**src/rtl/skpl_pkg.sv**
```systemverilog
// Shared types and constants for the soft-knee peak limiter.
// Used by every module of the block; depends on nothing else.
package skpl_pkg;

    localparam int MAX_CHANNELS = 8;
    localparam int SAMPLE_BITS  = 16;
    localparam int LANE_W       = $clog2(MAX_CHANNELS);
    localparam int COUNT_W      = 4;
    localparam int COEFF_W      = 16;
    localparam int LEVEL_W      = 15;
    localparam int ENV_W        = 16;
    localparam int PEAK_W       = SAMPLE_BITS + 1;
    localparam int GAIN_W       = 16;
    localparam int MUL_W        = 18;
    localparam int PROD_W       = 2 * MUL_W;
    localparam int DIV_NUM_W    = 32;
    localparam int DIV_DEN_W    = 16;
    localparam int DIV_STEPS    = 2;
    localparam int DIV_CNT_W    = $clog2(DIV_DEN_W / DIV_STEPS);
    localparam int CFG_INDEX_W  = 3;
    localparam int CFG_DATA_W   = 16;

    localparam logic [GAIN_W-1:0] GAIN_ONE       = 16'd32768;
    localparam logic [GAIN_W-1:0] GAIN_UNITY_MIN = 16'd32735;

    // Register indexes of the configuration port.
    localparam logic [CFG_INDEX_W-1:0] REG_CHANNEL_COUNT = 3'd0;
    localparam logic [CFG_INDEX_W-1:0] REG_ATTACK_COEFF  = 3'd1;
    localparam logic [CFG_INDEX_W-1:0] REG_RELEASE_COEFF = 3'd2;
    localparam logic [CFG_INDEX_W-1:0] REG_KNEE_START    = 3'd3;
    localparam logic [CFG_INDEX_W-1:0] REG_KNEE_WIDTH    = 3'd4;

    // Reset values of the configuration registers.
    localparam logic [COUNT_W-1:0] RST_CHANNEL_COUNT = 4'd2;
    localparam logic [COEFF_W-1:0] RST_ATTACK_COEFF  = 16'd64857;
    localparam logic [COEFF_W-1:0] RST_RELEASE_COEFF = 16'd65508;
    localparam logic [LEVEL_W-1:0] RST_KNEE_START    = 15'd29164;
    localparam logic [LEVEL_W-1:0] RST_KNEE_WIDTH    = 15'd2621;

    typedef logic signed [SAMPLE_BITS-1:0] sample_t;

    typedef struct packed {
        sample_t sample_0;
        sample_t sample_1;
        sample_t sample_2;
        sample_t sample_3;
        sample_t sample_4;
        sample_t sample_5;
        sample_t sample_6;
        sample_t sample_7;
        logic    block_end;
    } in_item_t;

    typedef struct packed {
        sample_t             out_0;
        sample_t             out_1;
        sample_t             out_2;
        sample_t             out_3;
        sample_t             out_4;
        sample_t             out_5;
        sample_t             out_6;
        sample_t             out_7;
        logic [GAIN_W-1:0]   applied_gain;
        logic                block_end_out;
    } out_item_t;

    typedef struct packed {
        logic [COUNT_W-1:0] channel_count;
        logic [COEFF_W-1:0] attack_coeff;
        logic [COEFF_W-1:0] release_coeff;
        logic [LEVEL_W-1:0] knee_start;
        logic [LEVEL_W-1:0] knee_width;
    } cfg_t;

    // Commands from the controller to the datapath.
    typedef struct packed {
        logic load_item;
        logic peak_step;
        logic env_mul;
        logic env_update;
        logic knee_mul;
        logic divk_start;
        logic divg_start;
        logic gain_load;
        logic scale_step;
        logic result_load;
    } ctrl_cmd_t;

    // Status from the datapath to the controller.
    typedef struct packed {
        logic lane_last;
        logic env_over;
        logic div_done;
        logic out_free;
    } dp_sts_t;

endpackage

```
**src/rtl/soft_knee_peak_limiter.sv**
```systemverilog
// Top level of the soft-knee peak limiter: configuration registers,
// controller and datapath. Depends on skpl_pkg, skpl_ctrl, skpl_dp.

// The limiter takes one frame of up to eight signed Q1.15 samples per
// request, tracks the frame peak with a one-pole attack/release envelope,
// and returns the frame scaled by a soft-knee gain together with that gain.
// A frame passes the eight-lane peak scan, one lane per cycle, the envelope
// update and the knee test, then the eight-lane scaling pass, one lane per
// cycle on the shared multiplier. When the envelope sits above knee_start,
// two divisions on a shared divider that yields two quotient bits per cycle
// come between the knee test and the scaling pass.
// One frame is processed at a time; the next request is taken as soon as the
// previous frame's result sits in the output register, even if it has not
// yet been taken downstream. If the output register is still occupied when a
// new result is ready, the block waits for it to drain. Configuration should
// only be written while no frame is in flight.
module soft_knee_peak_limiter (
    input  logic                              aclk,
    input  logic                              aresetn,
    input  logic                              s_valid,
    output logic                              s_ready,
    input  skpl_pkg::in_item_t                s_payload,
    output logic                              m_valid,
    input  logic                              m_ready,
    output skpl_pkg::out_item_t               m_payload,
    input  logic                              cfg_valid,
    output logic                              cfg_ready,
    input  logic [skpl_pkg::CFG_INDEX_W-1:0]  cfg_index,
    input  logic [skpl_pkg::CFG_DATA_W-1:0]   cfg_data
);
    import skpl_pkg::*;

    cfg_t       cfg_reg, cfg_next;
    ctrl_cmd_t  cmd;
    dp_sts_t    sts;

    // Configuration writes are always accepted, and an index beyond the
    // register list is accepted and ignored.
    assign cfg_ready = 1'b1;

    always_comb begin
        cfg_next = cfg_reg;
        if (cfg_valid) begin
            case (cfg_index)
                REG_CHANNEL_COUNT: cfg_next.channel_count = cfg_data[COUNT_W-1:0];
                REG_ATTACK_COEFF:  cfg_next.attack_coeff  = cfg_data[COEFF_W-1:0];
                REG_RELEASE_COEFF: cfg_next.release_coeff = cfg_data[COEFF_W-1:0];
                REG_KNEE_START:    cfg_next.knee_start    = cfg_data[LEVEL_W-1:0];
                REG_KNEE_WIDTH:    cfg_next.knee_width    = cfg_data[LEVEL_W-1:0];
                default: begin
                    cfg_next = cfg_reg;
                end
            endcase
        end
    end

    always_ff @(posedge aclk) begin
        if (!aresetn) begin
            cfg_reg.channel_count <= RST_CHANNEL_COUNT;
            cfg_reg.attack_coeff  <= RST_ATTACK_COEFF;
            cfg_reg.release_coeff <= RST_RELEASE_COEFF;
            cfg_reg.knee_start    <= RST_KNEE_START;
            cfg_reg.knee_width    <= RST_KNEE_WIDTH;
        end else begin
            cfg_reg <= cfg_next;
        end
    end

    // The controller owns the input handshake and sequences every step.
    skpl_ctrl u_ctrl (
        .aclk    (aclk),
        .aresetn (aresetn),
        .s_valid (s_valid),
        .s_ready (s_ready),
        .sts     (sts),
        .cmd     (cmd)
    );

    // The datapath holds the frame, the envelope and the output register.
    skpl_dp u_dp (
        .aclk      (aclk),
        .aresetn   (aresetn),
        .cmd       (cmd),
        .sts       (sts),
        .cfg       (cfg_reg),
        .s_payload (s_payload),
        .m_ready   (m_ready),
        .m_valid   (m_valid),
        .m_payload (m_payload)
    );

`ifndef ASSERT_OFF
    // A reported gain is either unity or strictly below the unity threshold.
    a_gain_range: assert property (@(posedge aclk) disable iff (!aresetn)
        m_valid |-> ((m_payload.applied_gain < GAIN_UNITY_MIN) ||
                     (m_payload.applied_gain == GAIN_ONE)))
        else $error("applied_gain lies between the unity threshold and unity");

    // Once a request is taken, no further request is taken in the next cycle.
    a_one_frame: assert property (@(posedge aclk) disable iff (!aresetn)
        (s_valid && s_ready) |=> !s_ready)
        else $error("input taken while a frame is being processed");

    // A new result only appears from a frame that was in progress.
    a_result_source: assert property (@(posedge aclk) disable iff (!aresetn)
        $rose(m_valid) |-> $past(!s_ready))
        else $error("result appeared without a frame in progress");
`endif

endmodule

```
**src/rtl/skpl_div.sv**
```systemverilog
// Iterative unsigned divider, two quotient bits per cycle.
// Depends on skpl_pkg for widths.
module skpl_div (
    input  logic                           aclk,
    input  logic                           aresetn,
    input  logic                           start,
    input  logic [skpl_pkg::DIV_NUM_W-1:0] num,
    input  logic [skpl_pkg::DIV_DEN_W-1:0] den,
    output logic                           done,
    output logic [skpl_pkg::DIV_DEN_W-1:0] quot
);
    import skpl_pkg::*;

    logic [DIV_DEN_W-1:0] rem_reg, rem_next;
    logic [DIV_DEN_W-1:0] lo_reg, lo_next;
    logic [DIV_DEN_W-1:0] den_reg, den_next;
    logic [DIV_CNT_W-1:0] cnt_reg, cnt_next;
    logic                 busy_reg, busy_next;
    logic                 done_reg, done_next;

    // The caller guarantees that the upper half of the numerator is below the
    // divisor, so the quotient fits in the lower half.
    always_comb begin
        logic [DIV_DEN_W:0]   trial;
        logic [DIV_DEN_W-1:0] r;
        logic [DIV_DEN_W-1:0] l;
        logic                 qbit;
        trial     = '0;
        qbit      = 1'b0;
        r         = rem_reg;
        l         = lo_reg;
        rem_next  = rem_reg;
        lo_next   = lo_reg;
        den_next  = den_reg;
        cnt_next  = cnt_reg;
        busy_next = busy_reg;
        done_next = 1'b0;
        if (start) begin
            rem_next  = num[DIV_NUM_W-1:DIV_DEN_W];
            lo_next   = num[DIV_DEN_W-1:0];
            den_next  = den;
            cnt_next  = '0;
            busy_next = 1'b1;
        end else if (busy_reg) begin
            for (int k = 0; k < DIV_STEPS; k++) begin
                trial = {r, l[DIV_DEN_W-1]};
                if (trial >= {1'b0, den_reg}) begin
                    trial = trial - {1'b0, den_reg};
                    qbit  = 1'b1;
                end else begin
                    qbit  = 1'b0;
                end
                r = trial[DIV_DEN_W-1:0];
                l = {l[DIV_DEN_W-2:0], qbit};
            end
            rem_next = r;
            lo_next  = l;
            cnt_next = cnt_reg + 1'b1;
            if (cnt_reg == {DIV_CNT_W{1'b1}}) begin
                busy_next = 1'b0;
                done_next = 1'b1;
            end
        end
    end

    always_ff @(posedge aclk) begin
        if (!aresetn) begin
            busy_reg <= 1'b0;
            done_reg <= 1'b0;
            cnt_reg  <= '0;
        end else begin
            busy_reg <= busy_next;
            done_reg <= done_next;
            cnt_reg  <= cnt_next;
        end
        rem_reg <= rem_next;
        lo_reg  <= lo_next;
        den_reg <= den_next;
    end

    assign done = done_reg;
    assign quot = lo_reg;

endmodule

```
**src/rtl/skpl_ctrl.sv**
```systemverilog
// Controller state machine of the peak limiter: sequences the datapath.
// Depends on skpl_pkg for the command and status structs.
module skpl_ctrl (
    input  logic                 aclk,
    input  logic                 aresetn,
    input  logic                 s_valid,
    output logic                 s_ready,
    input  skpl_pkg::dp_sts_t    sts,
    output skpl_pkg::ctrl_cmd_t  cmd
);
    import skpl_pkg::*;

    typedef enum logic [11:0] {
        ST_IDLE     = 12'b0000_0000_0001,
        ST_PEAK     = 12'b0000_0000_0010,
        ST_ENV_MUL  = 12'b0000_0000_0100,
        ST_ENV_UPD  = 12'b0000_0000_1000,
        ST_KNEE     = 12'b0000_0001_0000,
        ST_DIVK_GO  = 12'b0000_0010_0000,
        ST_DIVK_RUN = 12'b0000_0100_0000,
        ST_DIVG_GO  = 12'b0000_1000_0000,
        ST_DIVG_RUN = 12'b0001_0000_0000,
        ST_GAIN     = 12'b0010_0000_0000,
        ST_SCALE    = 12'b0100_0000_0000,
        ST_WRITE    = 12'b1000_0000_0000
    } state_t;

    state_t state_reg, state_next;

    always_comb begin
        state_next = state_reg;
        cmd        = '0;
        case (state_reg)
            ST_IDLE: begin
                if (s_valid) begin
                    cmd.load_item = 1'b1;
                    state_next    = ST_PEAK;
                end
            end
            ST_PEAK: begin
                cmd.peak_step = 1'b1;
                if (sts.lane_last) begin
                    state_next = ST_ENV_MUL;
                end
            end
            ST_ENV_MUL: begin
                cmd.env_mul = 1'b1;
                state_next  = ST_ENV_UPD;
            end
            ST_ENV_UPD: begin
                cmd.env_update = 1'b1;
                state_next     = ST_KNEE;
            end
            ST_KNEE: begin
                if (sts.env_over) begin
                    cmd.knee_mul = 1'b1;
                    state_next   = ST_DIVK_GO;
                end else begin
                    state_next   = ST_GAIN;
                end
            end
            ST_DIVK_GO: begin
                cmd.divk_start = 1'b1;
                state_next     = ST_DIVK_RUN;
            end
            ST_DIVK_RUN: begin
                if (sts.div_done) begin
                    state_next = ST_DIVG_GO;
                end
            end
            ST_DIVG_GO: begin
                cmd.divg_start = 1'b1;
                state_next     = ST_DIVG_RUN;
            end
            ST_DIVG_RUN: begin
                if (sts.div_done) begin
                    state_next = ST_GAIN;
                end
            end
            ST_GAIN: begin
                cmd.gain_load = 1'b1;
                state_next    = ST_SCALE;
            end
            ST_SCALE: begin
                cmd.scale_step = 1'b1;
                if (sts.lane_last) begin
                    state_next = ST_WRITE;
                end
            end
            ST_WRITE: begin
                if (sts.out_free) begin
                    cmd.result_load = 1'b1;
                    state_next      = ST_IDLE;
                end
            end
            default: begin
                state_next = ST_IDLE;
            end
        endcase
    end

    always_ff @(posedge aclk) begin
        if (!aresetn) begin
            state_reg <= ST_IDLE;
        end else begin
            state_reg <= state_next;
        end
    end

    assign s_ready = (state_reg == ST_IDLE);

endmodule

```
**src/rtl/skpl_dp.sv**
```systemverilog
// Datapath of the peak limiter: frame store, peak scan, envelope and knee products and
// lane scaling on one shared multiplier, knee and gain divisions, and result register.
// Depends on skpl_pkg and skpl_div.
module skpl_dp (
    input  logic                 aclk,
    input  logic                 aresetn,
    input  skpl_pkg::ctrl_cmd_t  cmd,
    output skpl_pkg::dp_sts_t    sts,
    input  skpl_pkg::cfg_t       cfg,
    input  skpl_pkg::in_item_t   s_payload,
    input  logic                 m_ready,
    output logic                 m_valid,
    output skpl_pkg::out_item_t  m_payload
);
    import skpl_pkg::*;

    sample_t              smp_reg [MAX_CHANNELS];
    sample_t              smp_next[MAX_CHANNELS];
    sample_t              res_reg [MAX_CHANNELS];
    sample_t              res_next[MAX_CHANNELS];
    logic                 blk_reg, blk_next;
    logic [COUNT_W-1:0]   nch_reg, nch_next;
    logic [LANE_W-1:0]    lane_reg, lane_next;
    logic [PEAK_W-1:0]    peak_reg, peak_next;
    logic [ENV_W-1:0]     env_reg, env_next;
    logic signed [PROD_W-1:0] prod_reg, prod_next;
    logic [GAIN_W-1:0]    gain_reg, gain_next;
    out_item_t            out_reg, out_next;
    logic                 m_valid_reg, m_valid_next;

    sample_t              in_smp[MAX_CHANNELS];
    sample_t              cur_smp;
    logic                 lane_active;
    logic [PEAK_W-1:0]    cur_abs;
    logic [COEFF_W-1:0]   coeff;
    logic [COEFF_W:0]     coeff_rest;
    logic [ENV_W-1:0]     over;
    logic [DIV_DEN_W-1:0] knee_den;
    logic [ENV_W-1:0]     comp;
    logic [DIV_NUM_W-1:0] numk;
    logic [DIV_NUM_W-1:0] numg;
    logic [DIV_NUM_W-1:0] div_num;
    logic [DIV_DEN_W-1:0] div_den;
    logic                 div_start;
    logic                 div_done;
    logic [DIV_DEN_W-1:0] quot;
    logic signed [MUL_W-1:0]  mul_a;
    logic signed [MUL_W-1:0]  mul_b;
    logic signed [PROD_W-1:0] prod_full;
    logic signed [PROD_W-1:0] rnd;
    logic signed [PROD_W-1:0] shifted;
    sample_t              scaled;
    logic [DIV_NUM_W:0]   env_acc;
    logic                 env_over;
    logic                 unity;

    assign in_smp[0] = s_payload.sample_0;
    assign in_smp[1] = s_payload.sample_1;
    assign in_smp[2] = s_payload.sample_2;
    assign in_smp[3] = s_payload.sample_3;
    assign in_smp[4] = s_payload.sample_4;
    assign in_smp[5] = s_payload.sample_5;
    assign in_smp[6] = s_payload.sample_6;
    assign in_smp[7] = s_payload.sample_7;

    assign cur_smp     = smp_reg[lane_reg];
    assign lane_active = ({1'b0, lane_reg} < nch_reg);
    assign cur_abs     = cur_smp[SAMPLE_BITS-1] ? (PEAK_W'(0) - {cur_smp[SAMPLE_BITS-1], cur_smp})
                                                : {1'b0, cur_smp};

    // Attack on a rising peak, release otherwise.
    assign coeff      = (peak_reg > {1'b0, env_reg}) ? cfg.attack_coeff : cfg.release_coeff;
    assign coeff_rest = {1'b1, {COEFF_W{1'b0}}} - {1'b0, coeff};

    assign env_over = (env_reg > {1'b0, cfg.knee_start});
    assign over     = env_reg - {1'b0, cfg.knee_start};
    assign knee_den = {1'b0, cfg.knee_width} + over;
    assign comp     = {1'b0, cfg.knee_start} + quot;
    assign numk     = prod_reg[DIV_NUM_W-1:0] + {17'd0, knee_den[DIV_DEN_W-1:1]};
    assign numg     = {1'b0, comp, 15'd0} + {17'd0, env_reg[ENV_W-1:1]};

    assign div_start = cmd.divk_start | cmd.divg_start;
    assign div_num   = cmd.divg_start ? numg : numk;
    assign div_den   = cmd.divg_start ? env_reg : knee_den;

    skpl_div u_div (
        .aclk    (aclk),
        .aresetn (aresetn),
        .start   (div_start),
        .num     (div_num),
        .den     (div_den),
        .done    (div_done),
        .quot    (quot)
    );

    // One multiplier, its operands chosen by the current step.
    always_comb begin
        if (cmd.env_mul) begin
            mul_a = {2'b00, coeff};
            mul_b = {2'b00, env_reg};
        end else if (cmd.env_update) begin
            mul_a = {1'b0, coeff_rest};
            mul_b = {1'b0, peak_reg};
        end else if (cmd.knee_mul) begin
            mul_a = {2'b00, over};
            mul_b = {3'b000, cfg.knee_width};
        end else begin
            mul_a = {{(MUL_W-SAMPLE_BITS){cur_smp[SAMPLE_BITS-1]}}, cur_smp};
            mul_b = {2'b00, gain_reg};
        end
    end

    assign prod_full = mul_a * mul_b;
    assign env_acc   = {1'b0, prod_reg[DIV_NUM_W-1:0]} + {1'b0, prod_full[DIV_NUM_W-1:0]}
                       + (DIV_NUM_W+1)'(32768);

    // Round half up and saturate to the sample range.
    assign rnd     = prod_full + PROD_W'(16384);
    assign shifted = rnd >>> 15;
    always_comb begin
        if (shifted > PROD_W'(32767)) begin
            scaled = 16'sh7FFF;
        end else if (shifted < -PROD_W'(32768)) begin
            scaled = 16'sh8000;
        end else begin
            scaled = shifted[SAMPLE_BITS-1:0];
        end
    end

    assign unity = (gain_reg == GAIN_ONE);

    always_comb begin
        smp_next     = smp_reg;
        res_next     = res_reg;
        blk_next     = blk_reg;
        nch_next     = nch_reg;
        lane_next    = lane_reg;
        peak_next    = peak_reg;
        env_next     = env_reg;
        prod_next    = prod_reg;
        gain_next    = gain_reg;
        out_next     = out_reg;
        m_valid_next = m_valid_reg;
        if (m_ready) begin
            m_valid_next = 1'b0;
        end

        if (cmd.load_item) begin
            smp_next  = in_smp;
            blk_next  = s_payload.block_end;
            lane_next = '0;
            peak_next = '0;
            if (cfg.channel_count == '0) begin
                nch_next = COUNT_W'(1);
            end else if (cfg.channel_count > COUNT_W'(MAX_CHANNELS)) begin
                nch_next = COUNT_W'(MAX_CHANNELS);
            end else begin
                nch_next = cfg.channel_count;
            end
        end

        if (cmd.peak_step) begin
            lane_next = lane_reg + 1'b1;
            if (lane_active && (cur_abs > peak_reg)) begin
                peak_next = cur_abs;
            end
        end

        if (cmd.env_mul || cmd.knee_mul) begin
            prod_next = prod_full;
        end

        if (cmd.env_update) begin
            env_next = env_acc[ENV_W+15:16];
        end

        if (cmd.gain_load) begin
            lane_next = '0;
            if (env_over && (quot < GAIN_UNITY_MIN)) begin
                gain_next = quot;
            end else begin
                gain_next = GAIN_ONE;
            end
        end

        if (cmd.scale_step) begin
            lane_next = lane_reg + 1'b1;
            if (!lane_active) begin
                res_next[lane_reg] = '0;
            end else if (unity) begin
                res_next[lane_reg] = cur_smp;
            end else begin
                res_next[lane_reg] = scaled;
            end
        end

        if (cmd.result_load) begin
            out_next.out_0         = res_reg[0];
            out_next.out_1         = res_reg[1];
            out_next.out_2         = res_reg[2];
            out_next.out_3         = res_reg[3];
            out_next.out_4         = res_reg[4];
            out_next.out_5         = res_reg[5];
            out_next.out_6         = res_reg[6];
            out_next.out_7         = res_reg[7];
            out_next.applied_gain  = gain_reg;
            out_next.block_end_out = blk_reg;
            m_valid_next           = 1'b1;
        end
    end

    always_ff @(posedge aclk) begin
        if (!aresetn) begin
            env_reg     <= '0;
            m_valid_reg <= 1'b0;
            lane_reg    <= '0;
        end else begin
            env_reg     <= env_next;
            m_valid_reg <= m_valid_next;
            lane_reg    <= lane_next;
        end
        smp_reg  <= smp_next;
        res_reg  <= res_next;
        blk_reg  <= blk_next;
        nch_reg  <= nch_next;
        peak_reg <= peak_next;
        prod_reg <= prod_next;
        gain_reg <= gain_next;
        out_reg  <= out_next;
    end

    assign sts.lane_last = (lane_reg == LANE_W'(MAX_CHANNELS - 1));
    assign sts.env_over  = env_over;
    assign sts.div_done  = div_done;
    assign sts.out_free  = !m_valid_reg || m_ready;

    assign m_valid   = m_valid_reg;
    assign m_payload = out_reg;

endmodule

```
**config.mk**
```make
export PLATFORM = sky130hd
export DESIGN_NAME = soft_knee_peak_limiter
export DESIGN_NICKNAME = d
export VERILOG_FILES = /design/src/rtl/skpl_pkg.sv /design/src/rtl/soft_knee_peak_limiter.sv /design/src/rtl/skpl_div.sv /design/src/rtl/skpl_ctrl.sv /design/src/rtl/skpl_dp.sv
export SDC_FILE = /design/constraint.sdc
export NUM_CORES = 2
export LEC_CHECK = 0
export BUFFER_PORTS_ARGS = -buffer_cell sky130_fd_sc_hd__buf_4
export CORE_AREA = 2 2 293 295
export CTS_CLUSTER_DIAMETER = 40
export CTS_CLUSTER_SIZE = 8
export DETAILED_ROUTE_END_ITERATION = 6
export DIE_AREA = 0 0 295 297
export GPL_ROUTABILITY_DRIVEN = 0
export PLACE_DENSITY_LB_ADDON = 0.1
export REMOVE_ABC_BUFFERS = 1
export SLEW_MARGIN = 20
export SYNTH_ARGS = -nofsm -noshare
export SYNTH_HDL_FRONTEND = slang
export SYNTH_HIERARCHICAL = 1
export SYNTH_SLANG_ARGS = --single-unit
```
**constraint.sdc**
```tcl
create_clock -name aclk -period 12.25 [get_ports aclk]
set_input_delay 2.45 -clock aclk [delete_from_list [all_inputs] [get_ports aclk]]
set_output_delay 2.45 -clock aclk [all_outputs]
set_load 0.02 [all_outputs]
```
# Yosys cells after proc, flatten, opt, wreduce, memory -nomap -nowiden
# Index checks and enable logic that the tools add are counted.
# word_totals
regBits,622
output_inout_bits,148
# classes
n_addsub,14
n_mul,1
n_lt_le_gt_ge,12
n_eq_ne,25
mux,66
bitwise_logic,6
reduce_logical,20
# op_table
cell,count
128-bit bitwise mux,2
128-bit 2-to-1 mux,2
16-bit 2-to-1 mux,16
12-bit case mux with 12 select lines,1
128-bit bitwise AND,1
128-bit inverter,1
18-bit 2-to-1 mux,5
12-bit 2-to-1 mux,6
17-bit 2-to-1 mux,4
16-bit binary-select mux with 3-bit select,1
16-bit demux with 3-bit select,1
36-bit by 16-bit adder with 36-bit output (second input constant),1
18-bit by 18-bit multiplier with 36-bit output,1
17-bit by 16-bit >= comparator with 1-bit output,2
15-bit by 16-bit adder with 16-bit output,2
31-bit by 15-bit adder with 32-bit output,1
32-bit by 15-bit adder with 32-bit output,1
32-bit by 16-bit adder with 32-bit output (second input constant),1
32-bit adder,1
32-bit 2-to-1 mux,1
16-bit subtractor,2
21-bit by 16-bit greater-than comparator with 1-bit output (second input constant),1
21-bit by 16-bit less-than comparator with 1-bit output (second input constant),1
1-bit 2-to-1 mux,21
other kinds (47),68

# Logic depth before layout (Yosys ltp)
# logic_depth
depth_word,15
mapped_depth,60
ltp_nobuf,57

# By module
# The synthesis kept the hierarchy.
# by_module_without_submodules
module,n_inst,cells_each,area_per_inst_um2,seq_area_each_um2
skpl_dp,1,3681,38485.7,14373.8
skpl_div,1,397,4013.8,1541.5
soft_knee_peak_limiter,1,260,2707.6,1321.3
skpl_ctrl,1,95,899.6,240.2

# Worst setup path before layout
# No wires, ideal clock.
# synth_timing
path_kind,register to register
from,register u_dp.env_reg[0]
to,register u_dp.env_reg[14]
t_arrival_ps,11796
required_time_ps,12144
setup_slack_ps,348
stages_incl_launch_ff,55
path_buffers,6
synth_period_minus_slack_ps,11902
cell_sequence,dfxtp_1 > inv_1 > ha_1 > inv_1 > fa_1 > a21o_1 > a21oi_1 > o21bai_1 > a21o_1 > a21oi_1 > o211ai_1 > a41oi_1 > nor2b_1 > o31ai_1 > inv_1 > buf_4 > nand2_1 > inv_1 > (+19 left out) > buf_2 > nand3_1 > o211ai_4 > or4_1 > o21ai_1 > xnor2_1 > ha_1 > ha_1 > and3_1 > nand2_1 > nand2_1 > a2111oi_0 > nand2_1 > a21oi_1 > o31ai_1 > nand2_1 > or4b_2 > o311ai_0
# synth_lines
item,line_no,source
from (decl),skpl_dp.sv:25,"logic [ENV_W-1:0] env_reg, env_next;"
from (signal assigned),skpl_dp.sv:218,env_reg <= env_next;

==> metrics.csv <==
stage;metric;value;unit
global_routing;grt_pass1_wl;220;mm
synth;synth_commonest_cells;519 x inv_1, 502 x edfxtp_1, 446 x nand2_1, 346 x nor2_1, 317 x fa_1;
critical_path;endpoint_kind;flip-flop;
critical_path;path_common_cell;inv_1;
sta;max_slew.worst_pin.slew;1.13;ns
placement;place_inst;5820;
global_routing;gr-total-overflow;0;
sta;fin_tns_setup;0;ns
detailed_routing;ant_nets;0;
global_routing;grt_max_degree;83;
synth;ys_top_cells_by_area;edfxtp_1 33%, fa_1 14%, ha_1 7.7%;
synth;avgSynthCellArea;10.4;µm²
clock_tree;clk_latency;0.70;ns
critical_path;crit_slowest_cell;or4b_2;
detailed_routing;drtIter0Drc;4043;
critical_path;cp-start-kind;flip-flop;
min_path;hold_class;reg -> reg;
critical_path;worstSetupPathType;reg -> reg;
synth;synth-edff-count;502;
sta;period_needed;11.72;ns
final_layout;fin_util;63.6;%
synth;netlist_instances;4433;
sta;drv_slew;0;
floorplanning;die_h;297;µm
final_layout;nets;5567;
floorplanning;start_util;54.6;%
critical_path;crit_arrival;12.24;ns
clock_tree;hold_buffers;0;
placement;io_buffers;299;
synth;ys_warn_count;6;
detailed_routing;wl_met3;12.7;mm
floorplanning;num_rows;107;
clock_tree;h-tree-depth;3;
final_layout;finish.instance_area;53800;µm²
synth;yosysTopAreaCell;edfxtp_1;
floorplanning;ios;301;
synth;seq_area_frac_synth;37.9;%
synth;synthMostInstantiatedCell;inv_1;
critical_path;cp_max_fo;33;
sta;fmax;85.3;MHz
detailed_routing;vias_per_cell;6.06;
global_routing;grt_pass1_vias;35800;
detailed_routing;route.met2.wl;68.0;mm
detailed_routing;dr.pass1.iters;6;
clock_tree;clock_path_buffers;3;
synth;synthDistinctLibCells;127;
floorplanning;die_area;87600;µm²
final_layout;area_growth;16.6;%
final_layout;finalNonFillerCells;6021;
critical_path;crit_path_max_incr_delay;0.58;ns
detailed_routing;wl_met1;58.8;mm
synth;ys_seq_elements;622;
sta;fin_skew;0.0582;ns
floorplanning;core_area;84500;µm²
synth;synth_ff_type;edfxtp_1;
sta;setup_viol;0;
placement;dpl.hpwl;112;mm
detailed_routing;top_layer;met4;
sta;slew_headroom;24.7;%
clock_tree;cts.sinks;622;
clock_tree;numCtsBuffers;107;
clock_tree;cts_tree;yes;
placement;placed_cell_area;50000;µm²
synth;synth_top_cell_area_share;32.7;%
status;status;finished clean;
run;max_cap_violations;0;
final_layout;largest_reg_flops;145;
final_layout;drive_gt1_share;17.1;%
synth;synthArstFlopShare;0;%
global_routing;antenna_found_initial;3;
clock_tree;clk_pin_slew;0.05;ns
critical_path;cp.required;12.77;ns
floorplanning;fp.dieW;295;µm
detailed_routing;wl;146;mm
sta;post-route-period-util;95.7;%
detailed_routing;post-route-drc-count;0;
detailed_routing;wire_per_inst;24.3;µm
global_routing;track_usage;33.4;%
synth;synth_area;46100;µm²
clock_tree;cts-root-buf;clkbuf_16;
detailed_routing;vias;36500;
sta;finalHoldViolCount;0;
## metrics by stage
stage / worst slack [ns] / hold slack (ns)
final: 0.529 / 0.450
after global routing: -0.0296 / 0.458
after CTS: 0.0155 / 0.449
after detailed placement: 0.0461 / 0.438
after global placement: 0.228 / 0.428
after floorplan: -0.367 / 0.400
## path summary, 6_finish.rpt
kind,start,end,slack (ns),cells past startpoint
max,u_dp/env_reg[0],u_dp/env_reg[14],0.53,50
min,u_dp/res_reg[70],u_dp/m_payload[87],0.45,0
max reg2reg,u_dp/env_reg[0],u_dp/env_reg[14],0.53,50
min reg2reg,u_dp/res_reg[70],u_dp/m_payload[87],0.45,0
## placed cells by master, fill, tap and decap left out, drive strengths merged, types with 92 or more instances in the layout
cell type / instances
buf: 468
inv: 521
a21oi: 149
clkbuf: 143
nor2: 347
ha: 283
o221ai: 114
xnor2: 92
nand2: 446
o21ai: 150
edfxtp: 502
mux2i: 122
fa: 317
nor2b: 98
dfxtp: 120
## logic make-up (layout without fill, tap and decap cells)
family	count (synthesis)	in the layout	share of synthesized area, %
adder cells (fa/ha/maj)	600	600	21.4
multiplexers	171	171	3.95
XOR/XNOR	154	154	2.97
other	3	6	0.0244
flip-flops	622	622	37.9
AND/OR/NAND/NOR	1347	1347	14.4
AO/OA/AOI/OAI	817	817	13.1
buffers and inverters	719	1160	6.20
## worst max-delay path: cells and delay by family, from the launching register on
family	cells	cell delay (ns)
compound gates	16	3.33
xor+xnor	1	0.16
fa+ha+maj	11	4.43
flops	1	0.34
buf+inv	11	1.18
simple gates	11	2.12
## metal layers
layer	vias to the layer above	global-route usage (%)
met3	312	5.45
met1	18000	45.3
met2	1779	52.8
li1	16400	-
met5	-	0
met4	0	15.1
## final cells by class
| class | count | area (µm²) |
|---|---|---|
| clock inverters | 27 | 368 |
| well taps | 1144 | 1430 |
| fillers | 6842 | 30700 |
| flip-flops and latches | 622 | 17500 |
| repair buffers | 468 | 3560 |
| diodes | 2 | 5.00 |
| clock buffers | 143 | 2950 |
| inverters | 522 | 1960 |
| multi-input cells | 3093 | 26000 |
## timing repair
| action | 4_1_cts | 5_1_grt |
|---|---|---|
| gates resized for setup | 2 | 44 |
| endpoints found under the setup margin | 1 | 143 |
| setup buffers | 0 | 28 |
| cloned | 0 | 1 |
| pin swaps | 0 | 7 |
Power is not shown: default switching activity piles up to over one toggle a cycle in this logic, so the estimate is an artifact.
